## src/design/hbsd_pkg.sv

```systemverilog
// ============================================================================
// hbsd_pkg: shared types and constants of the bit-serial Huffman decoder
// Field widths, table sizing, mode codes and the structs that pass between
// the sequencer, the code table and the result stage.
// ============================================================================
`default_nettype none

package hbsd_pkg;

    // Table sizing and code length limit
    localparam int TABLE_SLOTS  = 256;
    localparam int MAX_CODE_LEN = 32;
    localparam int LEN_LIMIT    = (MAX_CODE_LEN > 63) ? 63 : MAX_CODE_LEN;

    // Field widths
    localparam int MODE_W       = 2;
    localparam int SLOT_FIELD_W = 8;
    localparam int SYM_W        = 8;
    localparam int LEN_W        = 6;
    localparam int CODE_W       = 32;
    localparam int BYTE_W       = 8;

    // Derived widths
    localparam int SLOT_W    = $clog2(TABLE_SLOTS);
    localparam int PART_W    = LEN_LIMIT;
    localparam int CMP_W     = (PART_W > CODE_W) ? PART_W : CODE_W;
    localparam int BIT_IDX_W = $clog2(BYTE_W);
    localparam int ENTRY_W   = SYM_W + LEN_W + CODE_W;

    localparam logic [SLOT_FIELD_W:0] SLOT_LIMIT = (SLOT_FIELD_W + 1)'(TABLE_SLOTS);

    // Item modes
    localparam logic [MODE_W-1:0] MODE_LOAD   = 2'd0;
    localparam logic [MODE_W-1:0] MODE_DECODE = 2'd1;
    localparam logic [MODE_W-1:0] MODE_CLEAR  = 2'd2;

    typedef struct packed {
        logic [SYM_W-1:0]  symbol;
        logic [LEN_W-1:0]  length;
        logic [CODE_W-1:0] code;
    } entry_t;

    // Sequencer to code table: loads, clears and sweep reads
    typedef struct packed {
        logic                    load;
        logic                    clear;
        logic [SLOT_FIELD_W-1:0] slot;
        logic [SYM_W-1:0]        symbol;
        logic [LEN_W-1:0]        length;
        logic [CODE_W-1:0]       code;
        logic                    rd_en;
        logic [SLOT_W-1:0]       rd_addr;
    } tbl_cmd_t;

    // Code table to sequencer: one slot, in the cycle after the read
    typedef struct packed {
        logic   valid;
        entry_t entry;
    } tbl_rsp_t;

    // Sequencer to result stage
    typedef struct packed {
        logic             push;
        logic             flush;
        logic [SYM_W-1:0] symbol;
        logic             code_overflow;
    } emit_req_t;

    // Result stage to sequencer
    typedef struct packed {
        logic ready;
        logic pend_vld;
    } emit_sts_t;

endpackage

`default_nettype wire

```

## src/design/hbsd_if.sv

```systemverilog
// ============================================================================
// hbsd_if: item and result channels of the bit-serial Huffman decoder
// Valid/ready channels; a beat moves when valid and ready are both high.
// ============================================================================
`default_nettype none


interface hbsd_out_if import hbsd_pkg::*; ();
    logic             valid;
    logic             ready;
    logic [SYM_W-1:0] symbol;
    logic             code_overflow;
    logic             last;

    modport source (
        output valid, symbol, code_overflow, last,
        input  ready
    );
    modport sink (
        input  valid, symbol, code_overflow, last,
        output ready
    );
endinterface

`default_nettype wire

```

## src/design/hbsd_emit.sv

```systemverilog
// ============================================================================
// hbsd_emit: result stage of the decoder
// Holds one pending result until the next one or the end of the byte shows
// whether it is the last, and an output register towards the result channel.
// ============================================================================
`default_nettype none

module hbsd_emit import hbsd_pkg::*; (
    input  logic              clk,
    input  logic              rst_n,
    input  emit_req_t         req,
    output emit_sts_t         sts,
    hbsd_out_if.source        result
);

    logic             pend_vld_reg, pend_vld_next;
    logic [SYM_W-1:0] pend_sym_reg, pend_sym_next;
    logic             pend_ovf_reg, pend_ovf_next;
    logic             out_vld_reg,  out_vld_next;
    logic [SYM_W-1:0] out_sym_reg,  out_sym_next;
    logic             out_ovf_reg,  out_ovf_next;
    logic             out_last_reg, out_last_next;
    logic             out_free;
    logic             ready;

    assign out_free = !out_vld_reg || result.ready;
    assign ready    = !pend_vld_reg || out_free;

    always_comb
    begin
        pend_vld_next = pend_vld_reg;
        pend_sym_next = pend_sym_reg;
        pend_ovf_next = pend_ovf_reg;
        out_vld_next  = out_vld_reg;
        out_sym_next  = out_sym_reg;
        out_ovf_next  = out_ovf_reg;
        out_last_next = out_last_reg;

        if (out_vld_reg && result.ready)
        begin
            out_vld_next = 1'b0;
        end

        if (ready && (req.push || req.flush))
        begin
            // A newer result or the end of the byte releases the pending one.
            if (pend_vld_reg)
            begin
                out_vld_next  = 1'b1;
                out_sym_next  = pend_sym_reg;
                out_ovf_next  = pend_ovf_reg;
                out_last_next = req.flush;
            end
            pend_vld_next = req.push;
            if (req.push)
            begin
                pend_sym_next = req.symbol;
                pend_ovf_next = req.code_overflow;
            end
        end
    end

    always_ff @(posedge clk or negedge rst_n)
    begin
        if (!rst_n)
        begin
            pend_vld_reg <= 1'b0;
            pend_sym_reg <= '0;
            pend_ovf_reg <= 1'b0;
            out_vld_reg  <= 1'b0;
            out_sym_reg  <= '0;
            out_ovf_reg  <= 1'b0;
            out_last_reg <= 1'b0;
        end
        else
        begin
            pend_vld_reg <= pend_vld_next;
            pend_sym_reg <= pend_sym_next;
            pend_ovf_reg <= pend_ovf_next;
            out_vld_reg  <= out_vld_next;
            out_sym_reg  <= out_sym_next;
            out_ovf_reg  <= out_ovf_next;
            out_last_reg <= out_last_next;
        end
    end

    assign sts.ready            = ready;
    assign sts.pend_vld         = pend_vld_reg;
    assign result.valid         = out_vld_reg;
    assign result.symbol        = out_sym_reg;
    assign result.code_overflow = out_ovf_reg;
    assign result.last          = out_last_reg;

endmodule

`default_nettype wire

```

## src/flat_wrapper.sv

```systemverilog
// flat-port wrapper written by rule: the top's interface ports become plain ports
module hbsd_emit_flat import hbsd_pkg::*;
  (clk, rst_n, req, sts, result_valid, result_symbol, result_code_overflow, result_last, result_ready);
  hbsd_out_if result_i ();
  input  logic clk;
  input  logic rst_n;
  input  emit_req_t req;
  output emit_sts_t sts;
  output wire logic [$bits(result_i.valid)-1:0] result_valid;
  output wire logic [$bits(result_i.symbol)-1:0] result_symbol;
  output wire logic [$bits(result_i.code_overflow)-1:0] result_code_overflow;
  output wire logic [$bits(result_i.last)-1:0] result_last;
  input wire logic [$bits(result_i.ready)-1:0] result_ready;
  assign result_valid = result_i.valid;
  assign result_symbol = result_i.symbol;
  assign result_code_overflow = result_i.code_overflow;
  assign result_last = result_i.last;
  assign result_i.ready = result_ready;
  hbsd_emit u_core (.clk(clk), .rst_n(rst_n), .req(req), .sts(sts), .result(result_i));
endmodule
```

## config.mk

```make
export PLATFORM = sky130hd
export DESIGN_NAME = hbsd_emit_flat
export DESIGN_NICKNAME = d
export VERILOG_FILES = /design/src/design/hbsd_pkg.sv /design/src/design/hbsd_if.sv /design/src/design/hbsd_emit.sv /design/src/flat_wrapper.sv
export SDC_FILE = /design/constraint.sdc
export NUM_CORES = 1
export LEC_CHECK = 0
export ABC_AREA = 1
export BUFFER_PORTS_ARGS = -buffer_cell sky130_fd_sc_hd__buf_2
export CORE_UTILIZATION = 45
export DETAILED_ROUTE_END_ITERATION = 16
export GPL_ROUTABILITY_DRIVEN = 0
export PLACE_DENSITY = 0.79
export SLEW_MARGIN = 20
export SYNTH_ARGS = -nofsm -noshare
export SYNTH_HDL_FRONTEND = slang
export SYNTH_SLANG_ARGS = --single-unit
```

## constraint.sdc

```tcl
create_clock -name clk -period 1.25 [get_ports clk]
set_clock_uncertainty 0.05 [all_clocks]
set_input_delay 0.25 -clock clk [delete_from_list [all_inputs] [get_ports clk]]
set_output_delay 0.25 -clock clk [all_outputs]
set_load 0.005 [all_outputs]
```

==> results.ini <==
[status]
run_status = finished with violations
failing_checks = setup timing

[flow_run]
maxCapViolCount = 0

[cells_and_area]
post_route_cells_drive_above_1_share_pct = 34.09
finalCoreUtilization_pct = 65.40
multi_input_comb_area_um2 = 314.1
layoutNonFillerInstCount = 157
nNetsFinal = 147
areaGrowthSynthToFinish_pct = 30.90
antenna-diode-count = 0
regArea_um2 = 526.8
fillers = 157
final_area_mm2 = 0.001166

[drt]
firstDrtPassIters = 5
route.detailed.wl_per_inst_um = 12.69
detailedRoute.firstIterationViolations = 17
route.detailed.drc = 0
postRouteWirelength_um = 1992
detailroute.via_count = 787
route.antenna.remaining_nets = 0
via_per_inst = 5.013

[timing]
final.setup.worst_slack_ps = -52.53
timing.final.crit_period_ps = 1303
slew_viol_final = 0
timing.setup.tns_ps = -89.17
max_slew_margin_pct = 69.65
min_period_over_period_pct = 104.2
setup_violation_total_in_the_final_timing_report = 3
rsz_0062_raised_after_global_routing = true
worstMarginPinSlew_ps = 455.3
fmax_ghz = 0.7677
report.final.hold_viol_count = 0

[hold_path]
hold_path_class = primary input to flop

[power_and_ir_drop]
power.share.sequential_pct = 52.6
switching_share_of_power_pct = 31.55
clock_group_share_of_total_power_pct = 19.0
static_power_due_to_leakage_nw = 0.6531
pwr-share-comb_pct = 28.3
power.ir.vdd_worst_mv = 0.6321
intPower_w = 0.001199
power_density_mw_per_mm2 = 1502
switchingPower_w = 0.0005526
fin_total_pwr_w = 0.001751

[global_routing]
grt_first_pass_wirelength_um = 3132
global_route.overflow_total = 0
first_global_vias = 744
maximum_number_of_pins_on_one_net_before_global_route_repair = 22
grt_antenna_before_repair = 0
global_route.usage.total_pct = 21.19

[logic_synthesis]
synth.largest_area_cell = sky130_fd_sc_hd__dfrtp_1
ys_warn_count = 0
postSynth.asyncResetShare_pct = 100.0
ys_seq_elements = 21
synth.distinct_cells = 10
yosys_most_used_dff = sky130_fd_sc_hd__dfrtp_1
post_synth_most_frequent_cells = sky130_fd_sc_hd__nand2_1, sky130_fd_sc_hd__dfrtp_1, sky130_fd_sc_hd__nand3_1, sky130_fd_sc_hd__nand4_1
ys_seq_area_share_pct = 58.99
synth.top_cells.by_area = sky130_fd_sc_hd__dfrtp_1, sky130_fd_sc_hd__nand2_1, sky130_fd_sc_hd__nand4_1
netlist_instances = 98
syn-mean-instance-area_um2 = 9.090
syn-num-nets = 112
syn_area_um2 = 890.9
netlist.area_leader.share_pct = 58.99
synth.most_common_cell = sky130_fd_sc_hd__nand2_1
synth_edf_count = 0

[setup_path]
worst_setup_path_end_kind = primary output
critical_path.max_fanout = 3
rrSetupSlack_ps = 30
worst_ep_arrival_time_ps = 1000
timing.critical_path.mode_cell = sky130_fd_sc_hd__buf_6
critical-path-slowest-cell = sky130_fd_sc_hd__dfrtp_2
critical_path_buf_inv_count = 2
critPathMaxStageDelay_ps = 470
crit_path_cells = buf_6 > buf_6
crit_family = flip-flops
nature_of_the_critical_path_startpoint = flop
critical_path_class = flop to primary output
worst-endpoint-required_ps = 950

[clock_tree]
clock_tree_buf_depth = 2
post_cts_clock_slew_at_the_launch_and_capture_registers_of_the_worst_setup_and_hold_paths_ps = 120
cts_htree_levels = 1
tritoncts_buffers = 3
ctsRootBufferMaster = sky130_fd_sc_hd__clkbuf_4
cts_tree = yes
clock_latency_ps = 300
clkSinkCount = 21

[placed_design]
placement.io_buffers = 26
dpl.cell_count = 147
place_hpwl_um = 1289
dpl_cell_area_mm2 = 0.001037

[floorplanning]
floorplan.die.width_um = 46.50
die_height_um = 46.50
floorplan.rows = 15
floorplan.core_area_mm2 = 0.001783
floorplan.die_area_mm2 = 0.002162
top_level_ports = 27
initial_core_util_pct = 49.96

layout make-up:
type | count | area share, %
repair buffers | 38 | 21.67
well taps | 25 | 2.682
multi-input cells | 66 | 26.93
clock inverters | 1 | 0.6438
clock buffers | 3 | 1.931
flip-flops and latches | 21 | 45.17
inverters | 3 | 0.9657
kinds of logic (layout without fill, tap and decap cells):
family | count (synthesis) | count (layout) | share of synthesized area (%)
and+or+nand+nor | 66 | 66 | 33.01
DFF | 21 | 21 | 58.99
buffers and inverters | 11 | 45 | 8.005
final timing paths:
kind,start,depth (start not counted),endpoint
max,u_core.pend_vld_reg$_DFFE_PN0P_,2,sts[0]
min,req[1],3,u_core.pend_sym_reg[0]$_DFFE_PN0P_
max reg2reg,u_core.pend_vld_reg$_DFFE_PN0P_,5,u_core.result.symbol[5]$_DFFE_PN0P_
min reg2reg,u_core.result.code_overflow$_DFFE_PN0P_,2,u_core.result.code_overflow$_DFFE_PN0P_
max in group asynchronous,rst_n,2,u_core.pend_vld_reg$_DFFE_PN0P_
min in group asynchronous,rst_n,2,u_core.result.valid$_DFF_PN0_
layout by cell type, fill, tap and decap left out:
cell type and count:
sky130_fd_sc_hd__buf_4 8, sky130_fd_sc_hd__buf_2 23, sky130_fd_sc_hd__inv_1 3, sky130_fd_sc_hd__dfrtp_1 20, sky130_fd_sc_hd__dlygate4sd3_1 1, sky130_fd_sc_hd__nand2_1 44
sky130_fd_sc_hd__nand2_2 1, sky130_fd_sc_hd__dfrtp_2 1, sky130_fd_sc_hd__clkinvlp_4 1, sky130_fd_sc_hd__nand3_4 2, sky130_fd_sc_hd__buf_6 6, sky130_fd_sc_hd__nand4_1 10
sky130_fd_sc_hd__clkbuf_4 3, sky130_fd_sc_hd__nand3_1 9
power by group through the flow:
stage / clock network [W] / logic [W] / registers [W]
detailed placement: 0 / 0.000405 / 0.000931
CTS: 0.000340 / 0.000460 / 0.000921
global route: 0.000365 / 0.000559 / 0.000938
floorplan: 0 / 0.000225 / 0.000928
global placement: 0 / 0.000392 / 0.000921
finish: 0.000333 / 0.000496 / 0.000922
tightest hold or removal path, cell delays in order:
cell and delay, ps:
sky130_fd_sc_hd__buf_2 70, sky130_fd_sc_hd__nand3_1 60, sky130_fd_sc_hd__nand2_1 60
stage by stage:
| step | worst slack [ps] | hold WS (ps) |
|---|---|---|
| after floorplan | 186.8 | -95.59 |
| after global placement | 153.7 | 165.8 |
| after detailed placement | 85.49 | 169.1 |
| after CTS | -67.17 | 119.6 |
| after global routing | -80.99 | 120.0 |
| final | -52.53 | 122.9 |
layer usage:
| layer | track usage, % | part of all wire (%) | vias up |
|---|---|---|---|
| met5 | 0 | 0 | - |
| met4 | 11.76 | 1.7 | 0 |
| met3 | 3.922 | 3.4 | 4 |
| met2 | 36.39 | 50 | 25 |
| met1 | 24.38 | 45 | 367 |
| li1 | - | - | 391 |
repair_timing:
item	4_1_cts	5_1_grt
gates resized for setup	6	4
pin swaps	1	0
setup endpoints to repair	2	14
setup buffers	4	1
hold endpoints to repair	21	0
gates cloned	0	0
hold buffers	1	0
No activity file was read; power rests on OpenSTA's default activity.
