===== src/design/hbsd_pkg.sv =====
// ============================================================================
// hbsd_pkg: shared types and constants of the bit-serial Huffman decoder
// Field widths, table sizing, mode codes and the structs that pass between
// the sequencer, the code table and the result stage.
// ============================================================================
`default_nettype none

package hbsd_pkg;

    // Table sizing and code length limit
    localparam int TABLE_SLOTS  = 256;
    localparam int MAX_CODE_LEN = 32;
    localparam int LEN_LIMIT    = (MAX_CODE_LEN > 63) ? 63 : MAX_CODE_LEN;

    // Field widths
    localparam int MODE_W       = 2;
    localparam int SLOT_FIELD_W = 8;
    localparam int SYM_W        = 8;
    localparam int LEN_W        = 6;
    localparam int CODE_W       = 32;
    localparam int BYTE_W       = 8;

    // Derived widths
    localparam int SLOT_W    = $clog2(TABLE_SLOTS);
    localparam int PART_W    = LEN_LIMIT;
    localparam int CMP_W     = (PART_W > CODE_W) ? PART_W : CODE_W;
    localparam int BIT_IDX_W = $clog2(BYTE_W);
    localparam int ENTRY_W   = SYM_W + LEN_W + CODE_W;

    localparam logic [SLOT_FIELD_W:0] SLOT_LIMIT = (SLOT_FIELD_W + 1)'(TABLE_SLOTS);

    // Item modes
    localparam logic [MODE_W-1:0] MODE_LOAD   = 2'd0;
    localparam logic [MODE_W-1:0] MODE_DECODE = 2'd1;
    localparam logic [MODE_W-1:0] MODE_CLEAR  = 2'd2;

    typedef struct packed {
        logic [SYM_W-1:0]  symbol;
        logic [LEN_W-1:0]  length;
        logic [CODE_W-1:0] code;
    } entry_t;

    // Sequencer to code table: loads, clears and sweep reads
    typedef struct packed {
        logic                    load;
        logic                    clear;
        logic [SLOT_FIELD_W-1:0] slot;
        logic [SYM_W-1:0]        symbol;
        logic [LEN_W-1:0]        length;
        logic [CODE_W-1:0]       code;
        logic                    rd_en;
        logic [SLOT_W-1:0]       rd_addr;
    } tbl_cmd_t;

    // Code table to sequencer: one slot, in the cycle after the read
    typedef struct packed {
        logic   valid;
        entry_t entry;
    } tbl_rsp_t;

    // Sequencer to result stage
    typedef struct packed {
        logic             push;
        logic             flush;
        logic [SYM_W-1:0] symbol;
        logic             code_overflow;
    } emit_req_t;

    // Result stage to sequencer
    typedef struct packed {
        logic ready;
        logic pend_vld;
    } emit_sts_t;

endpackage

`default_nettype wire


===== src/design/hbsd_if.sv =====
// ============================================================================
// hbsd_if: item and result channels of the bit-serial Huffman decoder
// Valid/ready channels; a beat moves when valid and ready are both high.
// ============================================================================
`default_nettype none

interface hbsd_in_if import hbsd_pkg::*; ();
    logic                    valid;
    logic                    ready;
    logic [MODE_W-1:0]       mode;
    logic [SLOT_FIELD_W-1:0] entry_slot;
    logic [SYM_W-1:0]        entry_symbol;
    logic [LEN_W-1:0]        entry_length;
    logic [CODE_W-1:0]       entry_code;
    logic [BYTE_W-1:0]       data_byte;

    modport source (
        output valid, mode, entry_slot, entry_symbol, entry_length, entry_code, data_byte,
        input  ready
    );
    modport sink (
        input  valid, mode, entry_slot, entry_symbol, entry_length, entry_code, data_byte,
        output ready
    );
endinterface


`default_nettype wire


===== src/design/hbsd_ctrl.sv =====
// ============================================================================
// hbsd_ctrl: bit sequencer of the decoder
// Shifts the data byte out one bit per step into the partial code register
// and sweeps the code table for a slot of equal length and code.
// ============================================================================
`default_nettype none

module hbsd_ctrl import hbsd_pkg::*; (
    input  logic      clk,
    input  logic      rst_n,
    hbsd_in_if.sink   item,
    output tbl_cmd_t  tbl_cmd,
    input  tbl_rsp_t  tbl_rsp,
    output emit_req_t emit_req,
    input  emit_sts_t emit_sts
);

    typedef enum logic [2:0] {
        S_IDLE,
        S_BIT,
        S_SCAN,
        S_PUSH,
        S_FLUSH
    } state_t;

    state_t                 state_reg,      state_next;
    logic [BYTE_W-1:0]      byte_reg,       byte_next;
    logic [BIT_IDX_W-1:0]   bits_left_reg,  bits_left_next;
    logic [PART_W-1:0]      partial_reg,    partial_next;
    logic [LEN_W-1:0]       plen_reg,       plen_next;
    logic [SLOT_W-1:0]      scan_idx_reg,   scan_idx_next;
    logic                   issue_done_reg, issue_done_next;
    logic                   chk_reg,        chk_next;
    logic                   chk_last_reg,   chk_last_next;
    logic [SYM_W-1:0]       res_sym_reg,    res_sym_next;
    logic                   res_ovf_reg,    res_ovf_next;

    logic accept;
    logic bit_in;
    logic match;
    logic rd_en;
    logic scan_at_end;
    logic bit_done;

    assign item.ready  = (state_reg == S_IDLE);
    assign accept      = item.valid && item.ready;
    assign bit_in      = byte_reg[BYTE_W-1];
    assign scan_at_end = (scan_idx_reg == SLOT_W'(TABLE_SLOTS - 1));

    assign match = (state_reg == S_SCAN) && chk_reg && tbl_rsp.valid &&
                   (tbl_rsp.entry.length == plen_reg) &&
                   (CMP_W'(tbl_rsp.entry.code) == CMP_W'(partial_reg));

    // The sweep stops at the first hit, so the lowest matching slot wins.
    assign rd_en = (state_reg == S_SCAN) && !issue_done_reg && !match;

    always_comb
    begin
        state_next      = state_reg;
        byte_next       = byte_reg;
        bits_left_next  = bits_left_reg;
        partial_next    = partial_reg;
        plen_next       = plen_reg;
        scan_idx_next   = scan_idx_reg;
        issue_done_next = issue_done_reg;
        res_sym_next    = res_sym_reg;
        res_ovf_next    = res_ovf_reg;
        chk_next        = rd_en;
        chk_last_next   = rd_en && scan_at_end;
        bit_done        = 1'b0;

        case (state_reg)
            S_IDLE:
            begin
                if (accept)
                begin
                    case (item.mode)
                        MODE_DECODE:
                        begin
                            byte_next      = item.data_byte;
                            bits_left_next = BIT_IDX_W'(BYTE_W - 1);
                            state_next     = S_BIT;
                        end
                        MODE_CLEAR:
                        begin
                            partial_next = '0;
                            plen_next    = '0;
                        end
                        default:
                        begin
                        end
                    endcase
                end
            end
            S_BIT:
            begin
                byte_next = {byte_reg[BYTE_W-2:0], 1'b0};
                if (plen_reg >= LEN_W'(LEN_LIMIT))
                begin
                    // Code too long: drop the bit and report an overflow.
                    partial_next = '0;
                    plen_next    = '0;
                    res_sym_next = '0;
                    res_ovf_next = 1'b1;
                    state_next   = S_PUSH;
                end
                else
                begin
                    partial_next    = {partial_reg[PART_W-2:0], bit_in};
                    plen_next       = plen_reg + 1'b1;
                    scan_idx_next   = '0;
                    issue_done_next = 1'b0;
                    state_next      = S_SCAN;
                end
            end
            S_SCAN:
            begin
                if (rd_en)
                begin
                    if (scan_at_end)
                    begin
                        issue_done_next = 1'b1;
                    end
                    else
                    begin
                        scan_idx_next = scan_idx_reg + 1'b1;
                    end
                end
                if (match)
                begin
                    partial_next = '0;
                    plen_next    = '0;
                    res_sym_next = tbl_rsp.entry.symbol;
                    res_ovf_next = 1'b0;
                    state_next   = S_PUSH;
                end
                else if (chk_reg && chk_last_reg)
                begin
                    bit_done = 1'b1;
                end
            end
            S_PUSH:
            begin
                if (emit_sts.ready)
                begin
                    bit_done = 1'b1;
                end
            end
            S_FLUSH:
            begin
                if (emit_sts.ready)
                begin
                    state_next = S_IDLE;
                end
            end
            default:
            begin
                state_next = S_IDLE;
            end
        endcase

        if (bit_done)
        begin
            if (bits_left_reg == '0)
            begin
                state_next = S_FLUSH;
            end
            else
            begin
                bits_left_next = bits_left_reg - 1'b1;
                state_next     = S_BIT;
            end
        end
    end

    always_ff @(posedge clk or negedge rst_n)
    begin
        if (!rst_n)
        begin
            state_reg      <= S_IDLE;
            byte_reg       <= '0;
            bits_left_reg  <= '0;
            partial_reg    <= '0;
            plen_reg       <= '0;
            scan_idx_reg   <= '0;
            issue_done_reg <= 1'b0;
            chk_reg        <= 1'b0;
            chk_last_reg   <= 1'b0;
            res_sym_reg    <= '0;
            res_ovf_reg    <= 1'b0;
        end
        else
        begin
            state_reg      <= state_next;
            byte_reg       <= byte_next;
            bits_left_reg  <= bits_left_next;
            partial_reg    <= partial_next;
            plen_reg       <= plen_next;
            scan_idx_reg   <= scan_idx_next;
            issue_done_reg <= issue_done_next;
            chk_reg        <= chk_next;
            chk_last_reg   <= chk_last_next;
            res_sym_reg    <= res_sym_next;
            res_ovf_reg    <= res_ovf_next;
        end
    end

    assign tbl_cmd.load    = accept && (item.mode == MODE_LOAD);
    assign tbl_cmd.clear   = accept && (item.mode == MODE_CLEAR);
    assign tbl_cmd.slot    = item.entry_slot;
    assign tbl_cmd.symbol  = item.entry_symbol;
    assign tbl_cmd.length  = item.entry_length;
    assign tbl_cmd.code    = item.entry_code;
    assign tbl_cmd.rd_en   = rd_en;
    assign tbl_cmd.rd_addr = scan_idx_reg;

    assign emit_req.push          = (state_reg == S_PUSH);
    assign emit_req.flush         = (state_reg == S_FLUSH);
    assign emit_req.symbol        = res_sym_reg;
    assign emit_req.code_overflow = res_ovf_reg;

endmodule

`default_nettype wire


===== src/flat_wrapper.sv =====
// flat-port wrapper written by rule: the top's interface ports become plain ports
module hbsd_ctrl_flat import hbsd_pkg::*;
  (clk, rst_n, tbl_cmd, tbl_rsp, emit_req, emit_sts, item_valid, item_mode, item_entry_slot, item_entry_symbol, item_entry_length, item_entry_code, item_data_byte, item_ready);
  hbsd_in_if item_i ();
  input  logic clk;
  input  logic rst_n;
  output tbl_cmd_t tbl_cmd;
  input  tbl_rsp_t tbl_rsp;
  output emit_req_t emit_req;
  input  emit_sts_t emit_sts;
  input wire logic [$bits(item_i.valid)-1:0] item_valid;
  input wire logic [$bits(item_i.mode)-1:0] item_mode;
  input wire logic [$bits(item_i.entry_slot)-1:0] item_entry_slot;
  input wire logic [$bits(item_i.entry_symbol)-1:0] item_entry_symbol;
  input wire logic [$bits(item_i.entry_length)-1:0] item_entry_length;
  input wire logic [$bits(item_i.entry_code)-1:0] item_entry_code;
  input wire logic [$bits(item_i.data_byte)-1:0] item_data_byte;
  output wire logic [$bits(item_i.ready)-1:0] item_ready;
  assign item_i.valid = item_valid;
  assign item_i.mode = item_mode;
  assign item_i.entry_slot = item_entry_slot;
  assign item_i.entry_symbol = item_entry_symbol;
  assign item_i.entry_length = item_entry_length;
  assign item_i.entry_code = item_entry_code;
  assign item_i.data_byte = item_data_byte;
  assign item_ready = item_i.ready;
  hbsd_ctrl u_core (.clk(clk), .rst_n(rst_n), .item(item_i), .tbl_cmd(tbl_cmd), .tbl_rsp(tbl_rsp), .emit_req(emit_req), .emit_sts(emit_sts));
endmodule

===== config.mk =====
export PLATFORM = sky130hd
export DESIGN_NAME = hbsd_ctrl_flat
export DESIGN_NICKNAME = d
export VERILOG_FILES = /design/src/design/hbsd_pkg.sv /design/src/design/hbsd_if.sv /design/src/design/hbsd_ctrl.sv /design/src/flat_wrapper.sv
export SDC_FILE = /design/constraint.sdc
export NUM_CORES = 1
export LEC_CHECK = 0
export ABC_AREA = 1
export BUFFER_PORTS_ARGS = -buffer_cell sky130_fd_sc_hd__buf_4
export CORE_ASPECT_RATIO = 2
export CORE_UTILIZATION = 45
export CTS_CLUSTER_DIAMETER = 200
export DETAILED_ROUTE_END_ITERATION = 8
export PLACE_DENSITY = 0.76
export RECOVER_POWER = 50
export SLEW_MARGIN = 5
export SYNTH_ARGS = -nofsm -noshare
export SYNTH_HDL_FRONTEND = slang
export SYNTH_SLANG_ARGS = --single-unit

===== constraint.sdc =====
create_clock -name clk -period 2 [get_ports clk]
set_input_delay 0.4 -clock clk [delete_from_list [all_inputs] [get_ports clk]]
set_output_delay 0.4 -clock clk [all_outputs]
set_load 0.02 [all_outputs]

==> qor.yml <==
synth_fp_nets: 753
die_w_um: 73.5
drive_gt1_share_pct: 27.9
synth-seq-cells: 72
pre_cts_slack_ps: -16.5
grt_pass1_vias: 4378
io_buffers: 83
die_h_um: 145
synth_compound_gate_area_share_pct: 8.58
worstPathCellList: "inv_2 -> nand2_1 -> and2_1 -> nand2_1 -> nor2_1 -> nand2_1 -> nor2_1 -> nand3_2 -> nand2_2 -> inv_2 -> buf_6"
fp-row-count: 51
slew_violations: 0
finalSetupTns_ps: -4000
cap_violations: 0
path_class: "flip-flop to primary output"
grt_overflow: 0
grt_max_degree: 51
yosys.area_share.xor_xnor_pct: 3.61
start_util_pct: 46.9
viasPerCell: 5.35
power_w: 0.00872
startpoint_type: "flip-flop"
routed-via-count: 4428
tightest_slew_ps: 1380
ir_worst_vdd_mv: 0.888
reg2reg_slack_ps: -110
place_area_um2: 5050
relSlewSlack_pct: 8.25
crit_top_cell: "nand2_1"
reg2reg_to: "u_core.partial_reg[27]$_DFFE_PN0P_"
synth_common_cells: "nand2_1, inv_1, dfrtp_1, buf_4, nor2_1"
holdPathEnd: "u_core.res_sym_reg[2]$_DFFE_PN0P_"
cts_made_buffers: 9
cts_root_buf: "clkbuf_16"
leakage_nw: 3.00
hold_viol: 0
synth_cell_types: 32
synth_top_family_by_area: "simple AND/OR/NAND/NOR gates"
clock_sinks: 72
worst_path_largest_cell_delay_ps: 380
period_share_pct: 110
finalClockSkew_ps: 7.65
muxShareOfSynthArea_pct: 0.435
async_reset_ff_share_pct: 100
avgSynthCellArea_um2: 7.29
timing.rr.start: "u_core.partial_reg[9]$_DFFE_PN0P_"
rsz0062_at_grt: "true"
hold_slack_ps: 285
yosysWarnings: 0
syn_area_um2: 4610
synth-simple-area-share_pct: 27.4
hp-start: "tbl_rsp[40]"
seq_area_frac_synth_pct: 39.1
ys.flop_type: "dfrtp_1"
fmax_mhz: 455
outcome: "finished with violations"
hold_path.class: "primary input to flip-flop"
dieArea_um2: 10700
gr-usage-all-layers_pct: 25.1
layout_setup_ws_ps: -197
first_iter_violations: 266
reg2reg_depth: 12
grt_pass1_wl_um: 20500
yosys.area.top_type: "dfrtp_1"
yosys.area.top_type_share_pct: 39.1
crit_fanout: 3
wirelength_um: 14000
synth_top_cells_by_area: "dfrtp_1, nand2_1, buf_4, inv_1, o22ai_1"
whs_path_depth: 3
setup-violations-final: 48
cts_tree: "built"
insertedDiodeCount: 0
coreArea_um2: 9830
pin_count: 193
place_congestion: 0.915
largest_reg_flops: 32
nNetsFinal: 811
dr.pass1.iters: 5
syn2layout_area_growth_pct: 28.8
layout_min_cycle_time_ps: 2200
crit_required_ps: 1600
place_hpwl_um: 9330
wl_per_cell_um: 16.9
worst_path_max_delay_cell: "dfrtp_1"
end_kind: "primary output"
arrival_ps: 1800
drc: 0
yosysMostFrequentCell: "nand2_1"
synth_fa_ha_area_share_pct: 1.36
antenna_found_initial: 0
netlist_instances: 632
ant_nets: 0
cts.clk_slew.worst_paths_ps: 60
cts_buffer_depth: 2
clk_latency_ps: 340
htree_levels: 3
failed_checks: "setup timing"
synth-edff-count: 0
final_area_um2: 5930
p_per_area_nw_per_um2: 1470
-- layout by cell type, fill, tap and decap left out, drive strengths merged, types with 2 or more instances in the layout --
cell / Yosys / final
ha: 5 / 5
mux2i: 2 / 2
o21ai: 17 / 17
nand4: 28 / 28
clkbuf: 5 / 17
nor3: 7 / 7
inv: 103 / 104
a21oi: 4 / 4
xnor2: 13 / 13
clkinv: 5 / 4
nor2: 53 / 53
o211ai: 7 / 7
o22ai: 32 / 32
nand3b: 2 / 2
bufinv: 0 / 3
and2: 4 / 4
dfrtp: 72 / 72
nand2: 173 / 173
buf: 63 / 109
xor2: 6 / 6
nand3: 27 / 27
-- what timing repair did --
item                       4_1_cts  5_1_grt
setup endpoints to repair        2       68
buffers inserted                 5        4
hold endpoints to repair        22        0
gates resized for setup         15       59
gates cloned                     0        7
pin swaps                        6       19
hold buffers                     1        0
-- cell type report --
| cell class | count | area (um2) |
|---|---|---|
| clock inverter | 4 | 98.8 |
| multi-input combinational | 384 | 2180 |
| inverter | 108 | 412 |
| fill | 868 | 3890 |
| sequential | 72 | 1810 |
| timing repair buffer | 115 | 1010 |
| clock buffer | 12 | 256 |
| tap | 132 | 165 |
-- metal layers --
layer / vias up / track usage (%) / routed length (um)
met5: - / 0 / 0
met4: 0 / 17.6 / 1020
met3: 89 / 6.53 / 977
met2: 215 / 44.4 / 7430
met1: 2064 / 23.9 / 4550
li1: 2060 / - / -
-- worst max-delay path by stage --
stage                                                  start                                 end  slack (ps)  cells after the start
final                         u_core.plen_reg[2]$_DFFE_PN0P_                          tbl_cmd[8]        -200                     11
after global routing          u_core.plen_reg[2]$_DFFE_PN0P_                          tbl_cmd[8]        -280                     11
after CTS                 u_core.partial_reg[28]$_DFFE_PN0P_                          tbl_cmd[8]        -100                      9
after detailed placement                         tbl_rsp[18]  u_core.partial_reg[30]$_DFFE_PN0P_         -20                      9
after global placement                           tbl_rsp[28]  u_core.scan_idx_reg[2]$_DFFE_PN0P_          30                     13
after floorplan              u_core.state_reg[1]$_DFFE_PN0P_  u_core.partial_reg[11]$_DFFE_PN0P_          50                     10
-- metrics by stage --
stage,std cells,util [%]
after floorplan,632,-
after global placement,794,51.4
after detailed placement,794,51.4
after CTS,816,56.2
after global routing,827,60.4
final,827,60.4
-- cells by family (layout without fill, tap and decap cells) --
kind of cell,count (synthesis),after routing
AOI/OAI and AO/OA,63,63
adders and majority gates,5,5
muxes,2,2
buffers and inverters,176,239
xor gates and xnor gates,19,19
and+or+nand+nor,295,295
DFF,72,72
-- critical path, delay by kind of cell, from the launching register on --
| family | cells | cell delay, ps |
|---|---|---|
| buf+inv | 3 | 210 |
| flops | 1 | 380 |
| simple gates | 8 | 870 |
-- where the power goes --
part	total (W)	switching, W	internal, W	leakage [nW]
clock network	0.00193	0.000636	0.00129	0.173
registers	0.00225	0.000323	0.00192	0.961
logic	0.00455	0.00261	0.00194	1.86
No activity file was read; power rests on OpenSTA's default activity.
